**config.mk**
```make
export PLATFORM = sky130hd
export DESIGN_NAME = ir_pulse_distance_transmitter_flat
export DESIGN_NICKNAME = d
export VERILOG_FILES = /design/src/design/irpd_pkg.sv /design/src/design/irpd_in_if.sv /design/src/design/irpd_out_if.sv /design/src/design/ir_pulse_distance_transmitter.sv /design/src/design/irpd_cfg.sv /design/src/design/irpd_engine.sv /design/src/flat_wrapper.sv
export SDC_FILE = /design/constraint.sdc
export NUM_CORES = 1
export LEC_CHECK = 0
export BUFFER_PORTS_ARGS = -buffer_cell sky130_fd_sc_hd__buf_2
export CORE_MARGIN = 1.5
export CORE_UTILIZATION = 55
export CTS_CLUSTER_DIAMETER = 30
export CTS_CLUSTER_SIZE = 25
export DETAILED_ROUTE_END_ITERATION = 7
export GPL_ROUTABILITY_DRIVEN = 0
export PLACE_DENSITY_LB_ADDON = 0.1
export SLEW_MARGIN = 20
export SYNTH_ARGS = -nofsm -noshare
export SYNTH_HDL_FRONTEND = slang
export SYNTH_SLANG_ARGS = --single-unit
export TNS_END_PERCENT = 50
```
**constraint.sdc**
```tcl
create_clock -name clk_i -period 5 [get_ports clk_i]
set_input_delay 0.75 -clock clk_i [delete_from_list [all_inputs] [get_ports clk_i]]
set_output_delay 0.75 -clock clk_i [all_outputs]
set_load 0.005 [all_outputs]
```
**src/design/irpd_pkg.sv**
```systemverilog
package irpd_pkg;

  // Field widths of the item and result payloads
  localparam int unsigned LenW  = 6;
  localparam int unsigned WordW = 32;
  localparam int unsigned CfgW  = 8;
  localparam int unsigned CfgIdxW = 2;

  // Longest frame that is sent; longer lengths saturate here
  localparam logic [LenW-1:0] MaxFrameBits = LenW'(32);

  // Register reset values
  localparam logic [CfgW-1:0] BlockTicksRst        = 8'd40;
  localparam logic [CfgW-1:0] PulseTicksRst        = 8'd20;
  localparam logic [CfgW-1:0] LeaderOnBlocksRst    = 8'd8;
  localparam logic [CfgW-1:0] LeaderTotalBlocksRst = 8'd12;

  // Block counter saturates at this value
  localparam logic [CfgW-1:0] BlockCountMax = 8'hFF;

  typedef enum logic {
    CMD_TICK = 1'b0,
    CMD_LOAD = 1'b1
  } cmd_e;

  typedef enum logic [CfgIdxW-1:0] {
    CFG_BLOCK_TICKS         = 2'd0,
    CFG_PULSE_TICKS         = 2'd1,
    CFG_LEADER_ON_BLOCKS    = 2'd2,
    CFG_LEADER_TOTAL_BLOCKS = 2'd3
  } cfg_idx_e;

  typedef struct packed {
    logic [CfgW-1:0] block_ticks;
    logic [CfgW-1:0] pulse_ticks;
    logic [CfgW-1:0] leader_on_blocks;
    logic [CfgW-1:0] leader_total_blocks;
  } cfg_t;

  typedef struct packed {
    logic              command;
    logic [LenW-1:0]   frame_bits;
    logic [WordW-1:0]  frame_data;
  } item_t;

  typedef struct packed {
    logic carrier_on;
    logic busy_res;
    logic frame_waiting;
  } res_t;

endpackage

```
**src/design/irpd_in_if.sv**
```systemverilog
interface irpd_in_if;
  import irpd_pkg::*;

  logic             valid;
  logic             ready;
  logic             command;
  logic [LenW-1:0]  frame_bits;
  logic [WordW-1:0] frame_data;

  modport source (output valid, command, frame_bits, frame_data, input ready);
  modport sink   (input valid, command, frame_bits, frame_data, output ready);
endinterface

```
**src/design/irpd_out_if.sv**
```systemverilog
interface irpd_out_if;
  logic valid;
  logic ready;
  logic carrier_on;
  logic busy_res;
  logic frame_waiting;

  modport source (output valid, carrier_on, busy_res, frame_waiting, input ready);
  modport sink   (input valid, carrier_on, busy_res, frame_waiting, output ready);
endinterface

```
**src/design/ir_pulse_distance_transmitter.sv**
```systemverilog
// Pipeline: an accepted item passes the input register, then the result register,
//   which drives out_o.valid; one result per input item.
// Throughput: one item per cycle unless out_o.ready holds the result register;
//   the frame state updates in a single pass.
// Reset (rst_ni, async low): frame state and both stage valids clear,
//   registers return to 40/20/8/12 ticks and blocks.
module ir_pulse_distance_transmitter
  import irpd_pkg::*;
(
  input  logic               clk_i,
  input  logic               rst_ni,
  input  logic               cfg_we_i,
  input  logic [CfgIdxW-1:0] cfg_idx_i,
  input  logic [CfgW-1:0]    cfg_data_i,
  irpd_in_if.sink            in_i,
  irpd_out_if.source         out_o
);

  cfg_t  cfg;
  item_t item_q;
  logic  in_valid_q;
  res_t  res_q, res;
  logic  out_valid_q;
  logic  out_free;
  logic  step;

  irpd_cfg u_cfg (
    .clk_i      (clk_i),
    .rst_ni     (rst_ni),
    .cfg_we_i   (cfg_we_i),
    .cfg_idx_i  (cfg_idx_i),
    .cfg_data_i (cfg_data_i),
    .cfg_o      (cfg)
  );

  // Stage handshake
  assign out_free   = !out_valid_q || out_o.ready;
  assign step       = in_valid_q && out_free;
  assign in_i.ready = !in_valid_q || step;

  // Input register
  always_ff @(posedge clk_i or negedge rst_ni) begin
    if (!rst_ni) begin
      in_valid_q <= 1'b0;
    end else if (in_i.ready) begin
      in_valid_q <= in_i.valid;
    end
  end

  always_ff @(posedge clk_i) begin
    if (in_i.ready && in_i.valid) begin
      item_q.command    <= in_i.command;
      item_q.frame_bits <= in_i.frame_bits;
      item_q.frame_data <= in_i.frame_data;
    end
  end

  irpd_engine u_engine (
    .clk_i  (clk_i),
    .rst_ni (rst_ni),
    .step_i (step),
    .item_i (item_q),
    .cfg_i  (cfg),
    .res_o  (res)
  );

  // Result register
  always_ff @(posedge clk_i or negedge rst_ni) begin
    if (!rst_ni) begin
      out_valid_q <= 1'b0;
    end else if (out_free) begin
      out_valid_q <= step;
    end
  end

  always_ff @(posedge clk_i) begin
    if (step) begin
      res_q <= res;
    end
  end

  assign out_o.valid         = out_valid_q;
  assign out_o.carrier_on    = res_q.carrier_on;
  assign out_o.busy_res      = res_q.busy_res;
  assign out_o.frame_waiting = res_q.frame_waiting;

endmodule

```
**src/design/irpd_cfg.sv**
```systemverilog
module irpd_cfg
  import irpd_pkg::*;
(
  input  logic               clk_i,
  input  logic               rst_ni,
  input  logic               cfg_we_i,
  input  logic [CfgIdxW-1:0] cfg_idx_i,
  input  logic [CfgW-1:0]    cfg_data_i,
  output cfg_t               cfg_o
);

  cfg_t cfg_q, cfg_d;

  // Register file write decode
  always_comb begin
    cfg_d = cfg_q;
    if (cfg_we_i) begin
      unique case (cfg_idx_e'(cfg_idx_i))
        CFG_BLOCK_TICKS:         cfg_d.block_ticks         = cfg_data_i;
        CFG_PULSE_TICKS:         cfg_d.pulse_ticks         = cfg_data_i;
        CFG_LEADER_ON_BLOCKS:    cfg_d.leader_on_blocks    = cfg_data_i;
        CFG_LEADER_TOTAL_BLOCKS: cfg_d.leader_total_blocks = cfg_data_i;
        default:                 cfg_d = cfg_q;
      endcase
    end
  end

  always_ff @(posedge clk_i or negedge rst_ni) begin
    if (!rst_ni) begin
      cfg_q.block_ticks         <= BlockTicksRst;
      cfg_q.pulse_ticks         <= PulseTicksRst;
      cfg_q.leader_on_blocks    <= LeaderOnBlocksRst;
      cfg_q.leader_total_blocks <= LeaderTotalBlocksRst;
    end else begin
      cfg_q <= cfg_d;
    end
  end

  assign cfg_o = cfg_q;

endmodule

```
**src/design/irpd_engine.sv**
```systemverilog
module irpd_engine
  import irpd_pkg::*;
(
  input  logic  clk_i,
  input  logic  rst_ni,
  input  logic  step_i,
  input  item_t item_i,
  input  cfg_t  cfg_i,
  output res_t  res_o
);

  logic             pending_valid_q, pending_valid_d;
  logic [LenW-1:0]  pending_length_q, pending_length_d;
  logic [WordW-1:0] pending_word_q, pending_word_d;
  logic             sending_q, sending_d;
  logic [LenW-1:0]  active_length_q, active_length_d;
  logic [WordW-1:0] active_word_q, active_word_d;
  logic [CfgW-1:0]  tick_count_q, tick_count_d;
  logic [CfgW-1:0]  block_count_q, block_count_d;
  logic [LenW-1:0]  pulses_sent_q, pulses_sent_d;
  logic             one_gap_q, one_gap_d;
  logic             gate_level_q, gate_level_d;

  logic [CfgW-1:0]  next_tick;
  logic             live;

  // Next-state logic for one transfer
  always_comb begin
    pending_valid_d  = pending_valid_q;
    pending_length_d = pending_length_q;
    pending_word_d   = pending_word_q;
    sending_d        = sending_q;
    active_length_d  = active_length_q;
    active_word_d    = active_word_q;
    tick_count_d     = tick_count_q;
    block_count_d    = block_count_q;
    pulses_sent_d    = pulses_sent_q;
    one_gap_d        = one_gap_q;
    gate_level_d     = gate_level_q;
    next_tick        = '0;
    live             = 1'b0;

    if (step_i) begin
      if (item_i.command == CMD_LOAD) begin
        // store pending frame, length saturated
        pending_length_d = (item_i.frame_bits > MaxFrameBits) ? MaxFrameBits
                                                             : item_i.frame_bits;
        pending_word_d   = item_i.frame_data;
        pending_valid_d  = 1'b1;
      end else begin
        // idle block picks up the pending frame
        if (!sending_q && pending_valid_q) begin
          active_length_d = pending_length_q;
          active_word_d   = pending_word_q;
          pending_valid_d = 1'b0;
          sending_d       = 1'b1;
          tick_count_d    = '0;
          block_count_d   = '0;
          pulses_sent_d   = '0;
          one_gap_d       = 1'b0;
        end
        live = sending_d;

        if (live) begin
          // gate decision
          if (block_count_d < cfg_i.leader_on_blocks) begin
            gate_level_d = 1'b1;
          end else if (block_count_d < cfg_i.leader_total_blocks) begin
            gate_level_d = 1'b0;
          end else if (pulses_sent_d <= active_length_d && tick_count_d == '0) begin
            if (pulses_sent_d == '0) begin
              gate_level_d  = 1'b1;
              pulses_sent_d = pulses_sent_d + LenW'(1);
            end else if (one_gap_d || !active_word_d[WordW-1]) begin
              gate_level_d  = 1'b1;
              one_gap_d     = 1'b0;
              active_word_d = {active_word_d[WordW-2:0], 1'b0};
              pulses_sent_d = pulses_sent_d + LenW'(1);
            end else begin
              gate_level_d = 1'b0;
              one_gap_d    = 1'b1;
            end
          end else if (tick_count_d == cfg_i.pulse_ticks) begin
            gate_level_d = 1'b0;
          end else if (tick_count_d == '0) begin
            gate_level_d = 1'b0;
            sending_d    = 1'b0;
          end

          // tick and saturating block counters
          next_tick = tick_count_d + CfgW'(1);
          if (next_tick >= cfg_i.block_ticks) begin
            tick_count_d = '0;
            if (block_count_d != BlockCountMax) begin
              block_count_d = block_count_d + CfgW'(1);
            end
          end else begin
            tick_count_d = next_tick;
          end
        end
      end
    end
  end

  // Control state
  always_ff @(posedge clk_i or negedge rst_ni) begin
    if (!rst_ni) begin
      pending_valid_q  <= 1'b0;
      pending_length_q <= '0;
      pending_word_q   <= '0;
      sending_q        <= 1'b0;
      active_length_q  <= '0;
      active_word_q    <= '0;
      tick_count_q     <= '0;
      block_count_q    <= '0;
      pulses_sent_q    <= '0;
      one_gap_q        <= 1'b0;
      gate_level_q     <= 1'b0;
    end else begin
      pending_valid_q  <= pending_valid_d;
      pending_length_q <= pending_length_d;
      pending_word_q   <= pending_word_d;
      sending_q        <= sending_d;
      active_length_q  <= active_length_d;
      active_word_q    <= active_word_d;
      tick_count_q     <= tick_count_d;
      block_count_q    <= block_count_d;
      pulses_sent_q    <= pulses_sent_d;
      one_gap_q        <= one_gap_d;
      gate_level_q     <= gate_level_d;
    end
  end

  // Result seen after the update
  assign res_o.carrier_on    = gate_level_d;
  assign res_o.busy_res      = sending_d;
  assign res_o.frame_waiting = pending_valid_d;

`ifndef ASSERT_OFF
  a_load_sets_pending: assert property (@(posedge clk_i) disable iff (!rst_ni)
    step_i && item_i.command == CMD_LOAD |=> pending_valid_q)
    else $error("load did not leave a pending frame");

  a_gate_only_sending: assert property (@(posedge clk_i) disable iff (!rst_ni)
    gate_level_q |-> sending_q)
    else $error("carrier gated on while not sending");

  a_pulse_bound: assert property (@(posedge clk_i) disable iff (!rst_ni)
    sending_q |-> ({1'b0, pulses_sent_q} <= {1'b0, active_length_q} + 7'd1))
    else $error("more pulses than frame length allows");

  a_hold_without_step: assert property (@(posedge clk_i) disable iff (!rst_ni)
    !step_i |=> $stable(tick_count_q) && $stable(block_count_q) && $stable(sending_q))
    else $error("state moved without a transfer");
`endif

endmodule

```
**src/flat_wrapper.sv**
```systemverilog
// flat-port wrapper written by rule: the top's interface ports become plain ports
module ir_pulse_distance_transmitter_flat import irpd_pkg::*;
  (clk_i, rst_ni, cfg_we_i, cfg_idx_i, cfg_data_i, in_i_valid, in_i_command, in_i_frame_bits, in_i_frame_data, in_i_ready, out_o_valid, out_o_carrier_on, out_o_busy_res, out_o_frame_waiting, out_o_ready);
  irpd_in_if in_i_i ();
  irpd_out_if out_o_i ();
  input  logic clk_i;
  input  logic rst_ni;
  input  logic cfg_we_i;
  input  logic [CfgIdxW-1:0] cfg_idx_i;
  input  logic [CfgW-1:0] cfg_data_i;
  input wire logic [$bits(in_i_i.valid)-1:0] in_i_valid;
  input wire logic [$bits(in_i_i.command)-1:0] in_i_command;
  input wire logic [$bits(in_i_i.frame_bits)-1:0] in_i_frame_bits;
  input wire logic [$bits(in_i_i.frame_data)-1:0] in_i_frame_data;
  output wire logic [$bits(in_i_i.ready)-1:0] in_i_ready;
  output wire logic [$bits(out_o_i.valid)-1:0] out_o_valid;
  output wire logic [$bits(out_o_i.carrier_on)-1:0] out_o_carrier_on;
  output wire logic [$bits(out_o_i.busy_res)-1:0] out_o_busy_res;
  output wire logic [$bits(out_o_i.frame_waiting)-1:0] out_o_frame_waiting;
  input wire logic [$bits(out_o_i.ready)-1:0] out_o_ready;
  assign in_i_i.valid = in_i_valid;
  assign in_i_i.command = in_i_command;
  assign in_i_i.frame_bits = in_i_frame_bits;
  assign in_i_i.frame_data = in_i_frame_data;
  assign in_i_ready = in_i_i.ready;
  assign out_o_valid = out_o_i.valid;
  assign out_o_carrier_on = out_o_i.carrier_on;
  assign out_o_busy_res = out_o_i.busy_res;
  assign out_o_frame_waiting = out_o_i.frame_waiting;
  assign out_o_i.ready = out_o_ready;
  ir_pulse_distance_transmitter u_core (.clk_i(clk_i), .rst_ni(rst_ni), .cfg_we_i(cfg_we_i), .cfg_idx_i(cfg_idx_i), .cfg_data_i(cfg_data_i), .in_i(in_i_i), .out_o(out_o_i));
endmodule
```
==> flow_summary.ini, run 1 <==
[floorplanning]
die_width_um = 127.5
rows = 45
start_util = 0.5627
die-area_um2 = 16250
core_area_um2 = 15150
die_h_um = 127.5
ios = 59

[power]
peakVddDrop_v = 0.0002941
power.density_nw_per_um2 = 439.3
power_uw = 4226
p_leak_uw = 0.004240

[routing]
firstDrtPassIters = 5
drt-total-wl_mm = 16.85
final_antenna_net_count = 0
wire_per_inst_um = 16.53
drcViolationCount = 0
viasPerCell = 5.755
drt-initial-drc-count = 454
vias = 5864

[critical_path]
reg2reg_depth = 12
path_max_fanout = 44
worstPathArrival_ns = 4.53
r2r-end = u_core.u_engine.active_word_q[19]$_DFFE_PN0P_
worst_setup_path_end_kind = flop
startpoint_type = flop
critPathKind = reg2reg
crit_required_ns = 5.31
r2r_setup_slack_ns = 0.78
r2r_start = u_core.u_engine.sending_q$_DFF_PN0_

[logic_synthesis]
ys_seq_area_frac = 0.5483
synth-async-reset-ratio = 0.7640
ys_warn_count = 0
postSynthCellCount = 768
ys.flop_type = dfrtp_1
synth_edf_count = 42
synth_seq_cells = 178
syn-cell-area_um2 = 8523
synth.net_count = 853
netlist_top_cells_area = dfrtp_1 (38%), edfxtp_1 (15%), mux2_2 (8.2%)
synth_top_area_share = 0.3787
ys_types = 62
synth_top_area_cell = dfrtp_1
synth.avg_cell_area_um2 = 11.10

[finish]
final_cell_mix = nand2_1 (139), dfrtp_1 (129), mux2_2 (62)
area_growth_syn_to_layout_pct = 12.87
fin_nets = 903
diodes = 0
drive_gt1_frac = 0.2130
fin_util = 0.6352
final_common_cell = nand2_1

[clock_network]
cts_setup_buffers = 0
h-tree-depth = 4
cts_tree = yes
cts_buffer_depth = 2
clkTransAtPathRegs_ns = 0.07
root_buffer = clkbuf_16
clk_latency_ns = 0.43
cts.sinks = 178
cts-buffers-inserted = 17
hold_buffers = 0
cts-resized-gates = 0

[timing]
finalCritPeriodShare = 0.8441
slew_headroom = 0.3666
min_period_ns = 4.221
hold_viol_final = 0
tns_ns = 0
maxSlewViolCount = 0
fin_skew_ns = 0.01040
worst_slew_pin_slew_ns = 0.9501
rsz0062_at_grt = no
fmax_ghz = 0.2369
finalSetupViolCount = 0

[min_path]
hold_path.class = in2async

[placement]
dp_hpwl_mm = 11.53
place.port_buffers = 58

[global_routing]
grt_use_total = 0.2286
overflow = 0
grt_pass1_wl_mm = 29.47
antenna_found_initial = 0
grt_pass1_vias = 6023
grt_max_degree = 76

[job]
maxCapViolCount = 0

[run_status]
status = completed
[final cells by class]
cell class | count | area (µm²)
clock buffers | 20 | 446.7
clock inverters | 12 | 214.0
fillers | 1186 | 5525
inverters | 40 | 150.1
multi-input cells | 514 | 3541
flip-flops and latches | 178 | 4673
well taps | 188 | 235.2
repair buffers | 67 | 360.3
[layer usage]
layer / wire length (µm) / track usage
met1: 7654 / 0.3043
met3: 536 / 0.03601
met5: 0 / 0
met2: 8408 / 0.3819
met4: 250 / 0.08289
[cell usage after synthesis (4+ instances only)]
cell type / instances
nand2b_1: 16
and2_1: 12
nand2_1: 139
a41oi_1: 4
a31oi_1: 6
ha_1: 31
edfxtp_1: 42
xor2_1: 7
inv_1: 40
nor4bb_1: 6
nand3b_1: 4
buf_2: 7
nor2_1: 22
clkbuf_1: 23
mux2_2: 62
nand3_1: 23
nor3_1: 8
mux2i_1: 4
xnor2_1: 12
nand4_1: 6
o21ai_0: 29
and3_1: 8
o32ai_1: 4
a221o_1: 27
dfrtp_1: 129
dfstp_2: 7
a21oi_1: 35
[kinds of logic after synthesis]
| kind of cell | Yosys count | share of synthesized area |
|---|---|---|
| compound gates | 137 | 0.1160 |
| flops | 178 | 0.5483 |
| xor+xnor | 19 | 0.01952 |
| mux | 66 | 0.08661 |
| fa+ha+maj | 31 | 0.04551 |
| simple gates | 261 | 0.1465 |
| buf+inv | 76 | 0.03758 |
[metrics by stage]
step | area, µm² | hold WS [ns] | worst slack (ns) | instances
3_5_place_dp | 8960 | 0.4646 | 0.8399 | 987
4_1_cts | 9620 | 0.4756 | 0.8448 | 1019
6_report | 9620 | 0.4694 | 0.7795 | 1019
3_3_place_gp | 8960 | 0.4599 | 0.9957 | 987
2_1_floorplan | 8523 | 0.4456 | 1.339 | 768
5_1_grt | 9620 | 0.4716 | 0.4338 | 1019
[flip-flops by register name, indices dropped and copies added (netlist names), 8 cells and up]
name and cells:
u_core.item_q 39, u_core.u_engine.active_word_q 32, u_core.u_engine.block_count_q 8, u_core.u_cfg.cfg_o 32, u_core.u_engine.tick_count_q 8, u_core.u_engine.pending_word_q 32
[worst max-delay path by stage]
stage               slack (ns)                                       from                                       endpoint
floorplan                 1.34  u_core.u_engine.pending_valid_q$_DFF_PN0_   u_core.u_engine.block_count_q[6]$_DFFE_PN0P_
global placement           1.0        u_core.u_engine.sending_q$_DFF_PN0_   u_core.u_engine.active_word_q[8]$_DFFE_PN0P_
detailed placement        0.84        u_core.u_engine.sending_q$_DFF_PN0_  u_core.u_engine.active_word_q[10]$_DFFE_PN0P_
CTS                       0.84        u_core.u_engine.sending_q$_DFF_PN0_  u_core.u_engine.active_word_q[19]$_DFFE_PN0P_
global route              0.43        u_core.u_engine.sending_q$_DFF_PN0_   u_core.u_engine.active_word_q[1]$_DFFE_PN0P_
finish                    0.78        u_core.u_engine.sending_q$_DFF_PN0_  u_core.u_engine.active_word_q[19]$_DFFE_PN0P_
[critical path, stage by stage, from the launching register on]
cell,delay [ns]
dfrtp_1,0.64
nand2b_2,0.44
buf_4,0.48
mux2i_1,0.28
ha_1,0.28
nor4bb_1,0.16
a41oi_1,0.29
nor3_1,0.11
a211o_1,0.35
nand3_1,0.38
buf_4,0.33
a21oi_1,0.07
a221o_1,0.27
[where the power goes]
part / internal (µW) / total, µW / switching, µW
Combinational: 383 / 748 / 364
Clock: 915 / 1490 / 578
Sequential: 1780 / 1990 / 208
Note: power is estimated with default switching activity, not from simulation.
==> run 2: changes to the inputs <==
Clock period 5 ns to 4.06 ns, I/O delays scaled along.
==> run 2 against run 1 <==
  * Non-clock buffer count rose by 4
  * Flip-flop and latch count did not move
  * Via count rose by 0.70%
  * Setup slack got worse by 0.37 ns
  * Clock power rose by 8%
  * Sequential share of layout area rose by 0.21 points
==> flow_summary.ini, run 2 (synthesized netlist as in run 1, its figures left out) <==
[run_status]
status = completed

[power]
peakVddDrop_v = 0.0004764
power_uw = 4998
p_leak_uw = 0.004227
power.density_nw_per_um2 = 521.7

[timing]
tns_ns = 0
rsz0062_at_grt = no
min_period_ns = 3.655
slew_headroom = 0.4183
finalSetupViolCount = 0
worst_slew_pin_slew_ns = 0.8725
maxSlewViolCount = 0
finalCritPeriodShare = 0.9004
fmax_ghz = 0.2736
fin_skew_ns = 0.01005
hold_viol_final = 0
fin_hold_ws_ns = 0.2149

[floorplanning]
rows = 45
die_width_um = 127.5
core_area_um2 = 15150
die-area_um2 = 16250
start_util = 0.5627
ios = 59
die_h_um = 127.5

[routing]
wire_per_inst_um = 17.10
drt-total-wl_mm = 17.50
drt-initial-drc-count = 416
firstDrtPassIters = 4
viasPerCell = 5.772
drcViolationCount = 0
vias = 5905
final_antenna_net_count = 0

[clock_network]
clkTransAtPathRegs_ns = 0.07
cts_tree = yes
cts-buffers-inserted = 17
clk_latency_ns = 0.43
cts_setup_buffers = 0
root_buffer = clkbuf_16
cts-resized-gates = 0
hold_buffers = 0
cts_buffer_depth = 2
cts.sinks = 178
h-tree-depth = 4

[finish]
area_growth_syn_to_layout_pct = 12.39
fin_cells = 1023
design_area_um2 = 9579
largest_reg_flops = 39
diodes = 0
fin_nets = 907
drive_gt1_frac = 0.2156
final_common_cell = nand2_1
final_cell_mix = nand2_1 (139), dfrtp_1 (129), mux2_2 (62)
nFillCells = 1150
largest_register = u_core.item_q

[global_routing]
grt_use_total = 0.2327
overflow = 0
grt_max_degree = 79
antenna_found_initial = 0
grt_pass1_vias = 6006
grt_pass1_wl_mm = 29.60

[critical_path]
path_max_fanout = 27
startpoint_type = flop
r2r_setup_slack_ns = 0.40
critPathKind = reg2reg
worstPathArrival_ns = 3.97
crit_required_ns = 4.37
r2r_start = u_core.u_engine.pending_valid_q$_DFF_PN0_
r2r-end = u_core.u_engine.active_word_q[3]$_DFFE_PN0P_
worst_setup_path_end_kind = flop
reg2reg_depth = 11

[placement]
dp_cells = 991
place.port_buffers = 58
place_area_um2 = 9002
dp_hpwl_mm = 11.83

[min_path]
hold_path.class = in2async

[job]
maxCapViolCount = 0
[run 2: final cells by class]
cell class | count | area (µm²) | share of cell area
flip-flops and latches | 178 | 4673 | 0.4879
multi-input cells | 514 | 3541 | 0.3696
clock buffers | 20 | 457.9 | 0.04781
repair buffers | 71 | 406.6 | 0.04245
well taps | 188 | 235.2 | 0.02456
inverters | 40 | 150.1 | 0.01567
clock inverters | 12 | 115.1 | 0.01202
[run 2: report_power, final]
part,total (µW),internal [µW],switching [µW]
Sequential,2440,2190,254
Combinational,946,480,466
Clock,1610,894,713
[run 2: through the flow]
| stage | setup slack (ns) | util |
|---|---|---|
| floorplan | 0.3987 | - |
| global placement | 0.5442 | 0.5944 |
| detailed placement | 0.4149 | 0.5944 |
| CTS | 0.4050 | 0.6322 |
| global route | 0.1438 | 0.6325 |
| finish | 0.4046 | 0.6325 |
[run 2: critical path: stages (launching register included)]
cell	delay, ns
dfrtp_1	0.50
nand2b_2	0.36
and2_1	0.33
ha_1	0.28
and4_1	0.21
nand2_1	0.06
o311ai_1	0.56
and4_4	0.35
and2_4	0.20
o21ai_4	0.05
buf_4	0.24
a221o_1	0.38
[run 2: worst max path at each step]
stage,from,to,slack (ns),cells past startpoint
6_report,u_core.u_engine.pending_valid_q$_DFF_PN0_,u_core.u_engine.active_word_q[3]$_DFFE_PN0P_,0.40,11
4_1_cts,u_core.u_engine.pending_valid_q$_DFF_PN0_,u_core.u_engine.active_word_q[12]$_DFFE_PN0P_,0.40,11
3_3_place_gp,u_core.u_engine.pending_valid_q$_DFF_PN0_,u_core.u_engine.active_word_q[11]$_DFFE_PN0P_,0.54,11
2_1_floorplan,u_core.u_engine.pending_valid_q$_DFF_PN0_,u_core.u_engine.block_count_q[6]$_DFFE_PN0P_,0.40,18
5_1_grt,u_core.u_engine.pending_valid_q$_DFF_PN0_,u_core.u_engine.block_count_q[5]$_DFFE_PN0P_,0.14,13
3_5_place_dp,u_core.u_engine.pending_valid_q$_DFF_PN0_,u_core.u_engine.active_word_q[3]$_DFFE_PN0P_,0.41,11
[run 2: per-layer routing]
metal,GRT usage,share of wire,vias to the layer above
li1,-,-,2839
met1,0.3051,0.44,2908
met2,0.3854,0.50,137
met5,0,0,-
met3,0.05025,0.040,21
met4,0.08088,0.017,0
